$ cat src/bitmap_chunk_allocator_defines.svh
// Assertion macros shared by the bitmap chunk allocator RTL.
// Expects clk_i and rst_ni in the scope where a macro is used.
`ifndef BITMAP_CHUNK_ALLOCATOR_DEFINES_SVH
`define BITMAP_CHUNK_ALLOCATOR_DEFINES_SVH

// Same-cycle implication, checked outside reset.
`define BCA_ASSERT(label, ante, cons, msg) \
  label: assert property (@(posedge clk_i) disable iff (!rst_ni) (ante) |-> (cons)) \
    else $error(msg);

// Next-cycle implication, checked outside reset.
`define BCA_ASSERT_NEXT(label, ante, cons, msg) \
  label: assert property (@(posedge clk_i) disable iff (!rst_ni) (ante) |=> (cons)) \
    else $error(msg);

`endif

$ cat src/bca_pkg.sv
// Shared types and constants of the bitmap chunk allocator.
// No dependencies; used by the word unit and the top level.
package bca_pkg;

  localparam int WordBits = 64;
  localparam int PosW     = 6;
  localparam int IdxW     = 10;

  typedef logic [WordBits-1:0] bca_word_t;

  typedef enum logic [1:0] {
    StatOk    = 2'd0,
    StatOom   = 2'd1,
    StatRange = 2'd2
  } bca_status_e;

  typedef enum logic {
    ReqAlloc = 1'b0,
    ReqSet   = 1'b1
  } bca_req_e;

  typedef struct packed {
    logic            set_mode;
    logic            is_first;
    logic            is_last;
    logic            set_val;
    logic [PosW-1:0] set_pos;
  } bca_wu_ctrl_t;

  typedef struct packed {
    logic            found;
    logic [PosW-1:0] pos;
  } bca_wu_res_t;

endpackage

$ cat src/bca_bitmap_ram.sv
// Bitmap storage: one write port and one registered read port.
// Standalone; holds one 64-bit bitmap word per entry.
module bca_bitmap_ram #(
  parameter int DEPTH = 16,
  parameter int AW    = 4,
  parameter int DW    = 64
) (
  input  logic          clk_i,
  input  logic          we_i,
  input  logic [AW-1:0] waddr_i,
  input  logic [DW-1:0] wdata_i,
  input  logic [AW-1:0] raddr_i,
  output logic [DW-1:0] rdata_o
);

  logic [DW-1:0] mem [DEPTH];
  logic [DW-1:0] rdata_q;

  always_ff @(posedge clk_i) begin
    if (we_i) begin
      mem[waddr_i] <= wdata_i;
    end
    rdata_q <= mem[raddr_i];
  end

  assign rdata_o = rdata_q;

endmodule

$ cat src/bca_word_unit.sv
// Shared word unit: finds the lowest free chunk of one bitmap word and
// builds the word to write back. Depends on bca_pkg.
module bca_word_unit import bca_pkg::*; #(
  parameter int FIRST_BIT = 1,
  parameter int LAST_BIT  = 63
) (
  input  bca_word_t    word_i,
  input  bca_wu_ctrl_t ctrl_i,
  output bca_wu_res_t  res_o,
  output bca_word_t    wdata_o
);

  bca_word_t       free_bits;
  bca_word_t       low_one;
  bca_word_t       set_sel;
  logic [PosW-1:0] pos_enc;

  // A free bit outside the scanned chunk range counts as used.
  always_comb begin
    for (int b = 0; b < WordBits; b++) begin
      free_bits[b] = ~word_i[b];
      if (ctrl_i.is_first && (b < FIRST_BIT)) begin
        free_bits[b] = 1'b0;
      end
      if (ctrl_i.is_last && (b > LAST_BIT)) begin
        free_bits[b] = 1'b0;
      end
    end
  end

  // Two's complement trick isolates the lowest free bit.
  assign low_one = free_bits & (~free_bits + bca_word_t'(1));

  always_comb begin
    for (int p = 0; p < PosW; p++) begin
      pos_enc[p] = 1'b0;
      for (int b = 0; b < WordBits; b++) begin
        if (((b >> p) & 1) == 1) begin
          pos_enc[p] = pos_enc[p] | low_one[b];
        end
      end
    end
  end

  assign set_sel = bca_word_t'(1) << ctrl_i.set_pos;

  always_comb begin
    if (ctrl_i.set_mode) begin
      wdata_o = ctrl_i.set_val ? (word_i | set_sel) : (word_i & ~set_sel);
    end else begin
      wdata_o = word_i | low_one;
    end
  end

  assign res_o.found = |free_bits;
  assign res_o.pos   = pos_enc;

endmodule

$ cat src/bitmap_chunk_allocator.sv
// Bitmap chunk allocator top level: sequencer, high-water mark and output register.
// Allocate scans one bitmap word per cycle through the shared word unit, from the
// word of FIRST_CHUNK to the first free chunk or the last usable word. An in-range
// set-status writes its word back. A new item is taken once the result is loaded.
// After reset a clearing pass writes BITMAP_WORDS words, one per cycle, before input.
// Depends on bca_pkg, bca_bitmap_ram, bca_word_unit and the defines header.
`include "bitmap_chunk_allocator_defines.svh"

module bitmap_chunk_allocator import bca_pkg::*; #(
  parameter int FIRST_CHUNK  = 1,
  parameter int LAST_CHUNK   = 1023,
  parameter int BITMAP_WORDS = 16
) (
  input  logic            clk_i,
  input  logic            rst_ni,
  input  logic            in_valid_i,
  output logic            in_stall_o,
  input  logic            req_type_i,
  input  logic [IdxW-1:0] chunk_index_i,
  input  logic            mark_used_i,
  output logic            out_valid_o,
  input  logic            out_stall_i,
  output logic [IdxW-1:0] chunk_index_out_o,
  output logic [1:0]      status_o
);

  localparam int NumBits   = BITMAP_WORDS * WordBits;
  localparam int TopChunk  = (LAST_CHUNK < NumBits - 1) ? LAST_CHUNK : NumBits - 1;
  localparam bit ScanEmpty = (FIRST_CHUNK > TopChunk);
  localparam int FirstWord = FIRST_CHUNK / WordBits;
  localparam int LastWord  = TopChunk / WordBits;
  localparam int FirstBit  = FIRST_CHUNK % WordBits;
  localparam int LastBit   = TopChunk % WordBits;
  localparam int MarkMax   = (FIRST_CHUNK > TopChunk + 1) ? FIRST_CHUNK : TopChunk + 1;
  localparam int MarkW     = $clog2(MarkMax + 1);
  localparam int WordW     = (BITMAP_WORDS > 1) ? $clog2(BITMAP_WORDS) : 1;
  localparam int GotW      = WordW + PosW;
  localparam int CmpW      = ((MarkW > GotW) ? MarkW : GotW) + 1;

  typedef enum logic [2:0] {
    StClear,
    StIdle,
    StSetWr,
    StScan,
    StOut
  } state_e;

  state_e          state_q, state_d;
  logic [WordW-1:0] clr_word_q, clr_word_d;
  logic [WordW-1:0] rd_word_q, rd_word_d;
  logic [WordW-1:0] chk_word_q, chk_word_d;
  logic            issue_done_q, issue_done_d;
  logic            chk_valid_q, chk_valid_d;
  logic [MarkW-1:0] mark_q, mark_d;
  logic [PosW-1:0] set_pos_q, set_pos_d;
  logic            set_val_q, set_val_d;
  logic [IdxW-1:0] res_idx_q, res_idx_d;
  bca_status_e     res_st_q, res_st_d;
  logic            out_valid_q, out_valid_d;
  logic [IdxW-1:0] out_idx_q, out_idx_d;
  bca_status_e     out_st_q, out_st_d;

  logic             ram_we;
  logic [WordW-1:0] ram_waddr;
  bca_word_t        ram_wdata;
  logic [WordW-1:0] ram_raddr;
  bca_word_t        ram_rdata;
  bca_wu_ctrl_t     wu_ctrl;
  bca_wu_res_t      wu_res;
  bca_word_t        wu_wdata;
  logic [WordW-1:0] in_word;
  logic [GotW-1:0]  got;
  logic [CmpW-1:0]  got_next;
  logic             issue;

  bca_bitmap_ram #(
    .DEPTH (BITMAP_WORDS),
    .AW    (WordW),
    .DW    (WordBits)
  ) u_ram (
    .clk_i   (clk_i),
    .we_i    (ram_we),
    .waddr_i (ram_waddr),
    .wdata_i (ram_wdata),
    .raddr_i (ram_raddr),
    .rdata_o (ram_rdata)
  );

  bca_word_unit #(
    .FIRST_BIT (FirstBit),
    .LAST_BIT  (LastBit)
  ) u_word_unit (
    .word_i  (ram_rdata),
    .ctrl_i  (wu_ctrl),
    .res_o   (wu_res),
    .wdata_o (wu_wdata)
  );

  assign in_word  = WordW'(chunk_index_i >> PosW);
  assign got      = {chk_word_q, wu_res.pos};
  assign got_next = CmpW'(got) + CmpW'(1);

  always_comb begin
    wu_ctrl.set_mode = (state_q == StSetWr);
    wu_ctrl.is_first = (chk_word_q == WordW'(FirstWord));
    wu_ctrl.is_last  = (chk_word_q == WordW'(LastWord));
    wu_ctrl.set_val  = set_val_q;
    wu_ctrl.set_pos  = set_pos_q;
  end

  always_comb begin
    state_d      = state_q;
    clr_word_d   = clr_word_q;
    rd_word_d    = rd_word_q;
    chk_word_d   = chk_word_q;
    issue_done_d = issue_done_q;
    chk_valid_d  = chk_valid_q;
    mark_d       = mark_q;
    set_pos_d    = set_pos_q;
    set_val_d    = set_val_q;
    res_idx_d    = res_idx_q;
    res_st_d     = res_st_q;
    out_valid_d  = out_valid_q;
    out_idx_d    = out_idx_q;
    out_st_d     = out_st_q;
    ram_we       = 1'b0;
    ram_waddr    = chk_word_q;
    ram_wdata    = wu_wdata;
    ram_raddr    = rd_word_q;
    issue        = 1'b0;

    if (out_valid_q && !out_stall_i) begin
      out_valid_d = 1'b0;
    end

    unique case (state_q)
      StClear: begin
        ram_we    = 1'b1;
        ram_waddr = clr_word_q;
        ram_wdata = '0;
        if (clr_word_q == WordW'(BITMAP_WORDS - 1)) begin
          state_d = StIdle;
        end else begin
          clr_word_d = clr_word_q + WordW'(1);
        end
      end
      StIdle: begin
        ram_raddr = in_word;
        if (in_valid_i) begin
          if (req_type_i == ReqSet) begin
            res_idx_d = chunk_index_i;
            if (32'(chunk_index_i) >= NumBits) begin
              res_st_d = StatRange;
              state_d  = StOut;
            end else begin
              chk_word_d = in_word;
              set_pos_d  = chunk_index_i[PosW-1:0];
              set_val_d  = mark_used_i;
              res_st_d   = StatOk;
              state_d    = StSetWr;
            end
          end else if (ScanEmpty) begin
            res_idx_d = '0;
            res_st_d  = StatOom;
            state_d   = StOut;
          end else begin
            rd_word_d    = WordW'(FirstWord);
            issue_done_d = 1'b0;
            chk_valid_d  = 1'b0;
            state_d      = StScan;
          end
        end
      end
      StSetWr: begin
        ram_we  = 1'b1;
        state_d = StOut;
      end
      StScan: begin
        // Reads run one word ahead of the word unit.
        issue       = !issue_done_q;
        chk_valid_d = issue;
        chk_word_d  = rd_word_q;
        if (issue) begin
          if (rd_word_q == WordW'(LastWord)) begin
            issue_done_d = 1'b1;
          end else begin
            rd_word_d = rd_word_q + WordW'(1);
          end
        end
        if (chk_valid_q) begin
          if (wu_res.found) begin
            ram_we    = 1'b1;
            res_idx_d = IdxW'(got);
            res_st_d  = StatOk;
            if (got_next > CmpW'(mark_q)) begin
              mark_d = MarkW'(got_next);
            end
            state_d = StOut;
          end else if (wu_ctrl.is_last) begin
            res_idx_d = '0;
            res_st_d  = StatOom;
            // The mark runs to its limit when nothing at or above it was free.
            if (32'(mark_q) <= TopChunk) begin
              mark_d = MarkW'(TopChunk + 1);
            end
            state_d = StOut;
          end
        end
      end
      StOut: begin
        if (!out_valid_q || !out_stall_i) begin
          out_valid_d = 1'b1;
          out_idx_d   = res_idx_q;
          out_st_d    = res_st_q;
          state_d     = StIdle;
        end
      end
      default: begin
        state_d = StIdle;
      end
    endcase
  end

  always_ff @(posedge clk_i or negedge rst_ni) begin
    if (!rst_ni) begin
      state_q      <= StClear;
      clr_word_q   <= '0;
      rd_word_q    <= '0;
      chk_word_q   <= '0;
      issue_done_q <= 1'b0;
      chk_valid_q  <= 1'b0;
      mark_q       <= MarkW'(FIRST_CHUNK);
      set_pos_q    <= '0;
      set_val_q    <= 1'b0;
      res_idx_q    <= '0;
      res_st_q     <= StatOk;
      out_valid_q  <= 1'b0;
      out_idx_q    <= '0;
      out_st_q     <= StatOk;
    end else begin
      state_q      <= state_d;
      clr_word_q   <= clr_word_d;
      rd_word_q    <= rd_word_d;
      chk_word_q   <= chk_word_d;
      issue_done_q <= issue_done_d;
      chk_valid_q  <= chk_valid_d;
      mark_q       <= mark_d;
      set_pos_q    <= set_pos_d;
      set_val_q    <= set_val_d;
      res_idx_q    <= res_idx_d;
      res_st_q     <= res_st_d;
      out_valid_q  <= out_valid_d;
      out_idx_q    <= out_idx_d;
      out_st_q     <= out_st_d;
    end
  end

  assign in_stall_o        = (state_q != StIdle);
  assign out_valid_o       = out_valid_q;
  assign chunk_index_out_o = out_idx_q;
  assign status_o          = out_st_q;

  `BCA_ASSERT(mark_bound_a, 1'b1, 32'(mark_q) <= MarkMax, "high-water mark past its limit")
  `BCA_ASSERT_NEXT(mark_mono_a, 1'b1, mark_q >= $past(mark_q), "high-water mark moved back")
  `BCA_ASSERT_NEXT(grant_done_a, state_q == StScan && chk_valid_q && wu_res.found, state_q == StOut && res_st_q == StatOk, "found chunk did not end the scan")
  `BCA_ASSERT(clear_done_a, state_q == StIdle && $past(state_q) == StClear, $past(clr_word_q) == WordW'(BITMAP_WORDS - 1), "clearing pass ended early")

endmodule

$ cat config.mk
export PLATFORM = sky130hd
export DESIGN_NAME = bitmap_chunk_allocator
export DESIGN_NICKNAME = d
export VERILOG_FILES = /design/src/bca_pkg.sv /design/src/bca_bitmap_ram.sv /design/src/bca_word_unit.sv /design/src/bitmap_chunk_allocator.sv
export VERILOG_INCLUDE_DIRS = /design/src /design/src/src
export SDC_FILE = /design/constraint.sdc
export NUM_CORES = 2
export LEC_CHECK = 0
export BUFFER_PORTS_ARGS = -buffer_cell sky130_fd_sc_hd__buf_4
export CAP_MARGIN = 20
export CORE_MARGIN = 3
export CORE_UTILIZATION = 30
export DETAILED_ROUTE_END_ITERATION = 12
export PLACE_DENSITY = 0.43
export REMOVE_ABC_BUFFERS = 1
export SLEW_MARGIN = 20
export SYNTH_ARGS = -nofsm -noshare
export SYNTH_HDL_FRONTEND = slang
export SYNTH_SLANG_ARGS = --single-unit
$ cat constraint.sdc
create_clock -name clk_i -period 8.3 [get_ports clk_i]
set_input_delay 0.83 -clock clk_i [delete_from_list [all_inputs] [get_ports clk_i]]
set_output_delay 0.83 -clock clk_i [all_outputs]
set_load 0.05 [all_outputs]
==> metrics list <==
- IR analysis of the VDD net gives a maximum drop of 0.2630 mV.
* Proportion of register bits with asynchronous set or reset after synthesis: 4.141%
- After global routing the overflow that remains totals 0.
- Netlist area before placement: 47580 sq um
- Buffers inserted to repair hold after CTS numbered 0.
- Setup repair after global routing left no endpoint under its margin.
- The via count of the first global-routing pass was 30.16k.
- Status: complete, no violations
- Mean area per synthesized cell: 12.96 sq um
- Critical Setup Path Class: reg2reg
- Reg-to-reg critical path endpoint: u_ram.mem[14][0]
- The detailed router finished its first iteration with 2374 violations.
- The floorplan step set the die width to 404.2 microns.
- Setup violations remaining at the end of the flow were counted as 0.
- Post-cts repair resize count: 0
- Summed over its instances, the top area cell type makes up 64.63% of the synthesized netlist area.
* Relative slew slack: 21.40%
- In this run the cell area measured after placement is 50720 sq um.
* Sum of negative setup slack: 0 ns
- Global routing consumed, over all layers together, 18.52% of the routing resources.
* Yosys warns: 0
* Start of the worst register-to-register path: u_ram.rdata_o[55]
- After layout, the worst setup slack is 3.547 ns.
- Proportion of layout cells with a drive suffix above 1: 11.15%
- Last element of the critical path: u_ram.mem[14][0]
- Number of pins exceeding their max-slew limit in the final report: 0
- Yosys attributes the largest share of cell area to sky130_fd_sc_hd__edfxtp_1 65%, sky130_fd_sc_hd__a211oi_1 5.7%, sky130_fd_sc_hd__nand2_1 4.8%.
- For this configuration, the core starts out at a cell density of 30.32%.
- The floorplan step defined a die boundary enclosing 163400 sq um.
- In this run the worst path has a maximum fanout of 49.
* Wirelength per Cell: 26.47 microns
- The clock net in this run drives a total of 1135 sinks.
- Clock tree synthesis selected as its root buffer the cell sky130_fd_sc_hd__clkbuf_16.
- In the synthesized netlist, the number of instances is 3672.
- sky130_fd_sc_hd__edfxtp_1 is the most common cell in the netlist.
* FF-to-FF path depth: 8
- TritonCTS created 120 clock buffers.
- I/O Pins: 30
- Library cells used by synthesis: 84
- Buffers placed on the I/O ports in this run total 28.
- Final critical-path required period: 4.753 ns
- Power Dens Cells: 399.9 nW/um^2
* Buffer levels on the longest clock path: 3
- Summed over all instances, the cell type with the most area after synthesis is sky130_fd_sc_hd__edfxtp_1.
* Share of the yosys chip area belonging to registers: 69.80%
* Clock network latency to the later pin of the worst-skew pair: 0.75 ns
- The commonest cells after synthesis are 1024 x sky130_fd_sc_hd__edfxtp_1, 614 x sky130_fd_sc_hd__nand2_1, 360 x sky130_fd_sc_hd__a211oi_1.
- Entering global routing, the biggest net connects 138 pins.
- Across all layers, the routed design uses 31.22k vias.
- In the final design database the tool counted 3686 nets.
- The congestion estimate from routability-driven global placement came to 0.9567.
- DR vias/cell: 5.360
- The core region is 156900 sq um.
* FMAX: 0.2104 GHz
* Setup crit start kind: flop
* Setup slack at placement: 3.531 ns
- Lkg Pwr: 17.33 nW
- Initial antenna violation count: 6
* Number of rows in the core area: 145
- CTS H-tree lvls: 3
* Max-cap check violation count: 0
* Final Hold Violating Endpoints: 0
- Count of inserted antenna diode cells: 0
- Data on the critical path arrives at its endpoint at 5.10 ns.
* Worst Skew: 0.04329 ns
- Most used flip-flop cell after synthesis: sky130_fd_sc_hd__edfxtp_1
- Tracing the worst setup path back leads to its startpoint at u_ram.rdata_o[55].
- The tightest min-delay check is of the in2async type.
- Clock transition at path regs: 0.07 ns
- Relative to the synthesized area, the layout overhead comes to 14.76%.
* Total DRC errors in the routed layout: 0
- After synthesis the netlist holds a flip-flop and latch count of 1135.
- TritonCTS built the clock tree.
- The worst setup path is captured at a flop.
* Post-synth EDFFs: 1024
- Summing internal, switching and leakage power gives 0.02184 W.
- Data on the critical path is required at its endpoint by 8.65 ns.
* Detailed-routing iteration count for the pre-antenna-repair pass: 6
- Setup slack of the worst register-to-register path: 3.55 ns
- The first global-routing pass estimated 223300 microns of wire.
- HPWL Detailed: 91520 microns
* Worst Max-Slew Pin Slew: 1.176 ns
- After layout, the worst path uses 57.26% of the clock period.
- Measured along the y axis, the die boundary spans 404.2 microns.
- After clock tree synthesis, the setup repair step added 0 buffers.
* Post-detailed-routing wire length: 154200 microns
* Area of all placed cells without fillers: 54600 sq um
- Count of antenna-violating nets left after detailed routing: 0
==> worst min path at each step <==
stage / startpoint / end / slack (ns)
finish: rst_ni / issue_done_q / 0.10
global route: rst_ni / rd_word_q[1] / 0.12
CTS: rst_ni / rd_word_q[1] / 0.07
detailed placement: chunk_index_out_o[1] / chunk_index_out_o[1] / 0.49
global placement: chunk_index_out_o[1] / chunk_index_out_o[1] / 0.47
floorplan: issue_done_q / chk_valid_q / 0.46
==> state kept, by name, indices dropped and copies added (netlist names) <==
name               count
issue_done_q           1
chk_word_q             4
u_ram.rdata_o         64
u_ram.mem           1024
status_o               1
state_q                3
out_valid_o            1
clr_word_q             4
chk_valid_q            1
rd_word_q              4
set_val_q              1
set_pos_q              6
chunk_index_out_o     10
res_st_q               1
res_idx_q             10
==> cells in the final DEF, fill, tap and decap left out, drive strengths merged, types with 45 or more instances in the layout <==
cell type and n:
edfxtp 1024, nand2 614, a211oi 360, and2 267, a21oi 166, clkbuf 160
a31oi 150, a311oi 150, buf 150, nor2 104, dfxtp 64, nor3 57
nand3 49, dfrtp 47, nand4 45, clkinv 45
==> routing by layer <==
metal	GRT usage [%]	vias up	part of all wire (%)
met5	0	-	0
met4	5.294	0	2.9
met3	2.856	231	4.7
met2	28.99	823	46
met1	26.59	15931	47
li1	-	14233	-
==> worst max-delay path, stage by stage, from the launching register on <==
cell and delay, ns:
sky130_fd_sc_hd__dfxtp_1 0.71, sky130_fd_sc_hd__nand3_1 0.32, sky130_fd_sc_hd__nor4_1 0.45, sky130_fd_sc_hd__nand4_1 0.50, sky130_fd_sc_hd__o21ai_1 0.34, sky130_fd_sc_hd__nand2_1 0.22
sky130_fd_sc_hd__a31oi_1 0.87, sky130_fd_sc_hd__nor2_4 0.31, sky130_fd_sc_hd__buf_4 0.49
==> kinds of logic after synthesis <==
kind of cell             Yosys count  share of synthesized area (%)
AND/OR/NAND/NOR                 1258                          12.83
flip-flops                      1135                          69.80
AO/OA/AOI/OAI                    954                          14.36
buffers and inverters            300                          2.469
multiplexers                      20                         0.4523
adder cells (fa/ha/maj)            2                        0.05259
XOR/XNOR                           2                        0.03682
other                              1                       0.007882
==> final cells by class <==
| type | count | area (sq um) |
|---|---|---|
| fillers | 15339 | 102300 |
| flip-flops and latches | 1135 | 33210 |
| multi-input cells | 2237 | 13710 |
| clock buffers | 160 | 3223 |
| well taps | 2058 | 2575 |
| repair buffers | 150 | 1231 |
| clock inverters | 60 | 568.0 |
| inverters | 24 | 90.09 |
==> power breakdown <==
group	total, W	switching [W]	internal, W
Clock	0.00523	0.00226	0.00297
Sequential	0.00875	0.000694	0.00806
Combinational	0.00786	0.00581	0.00205
Total	0.0218	0.00877	0.0131
==> through the flow <==
step / utilization, % / hold WS [ns] / std cells
final: 34.79 / 0.1038 / 5824
after global routing: 34.79 / 0.1165 / 5824
after CTS: 34.74 / 0.07163 / 5820
after detailed placement: 32.32 / 0.4850 / 5600
after global placement: 32.27 / 0.4738 / 5597
after floorplan: - / 0.4622 / 3396
Note: power is estimated with default switching activity, not from simulation.
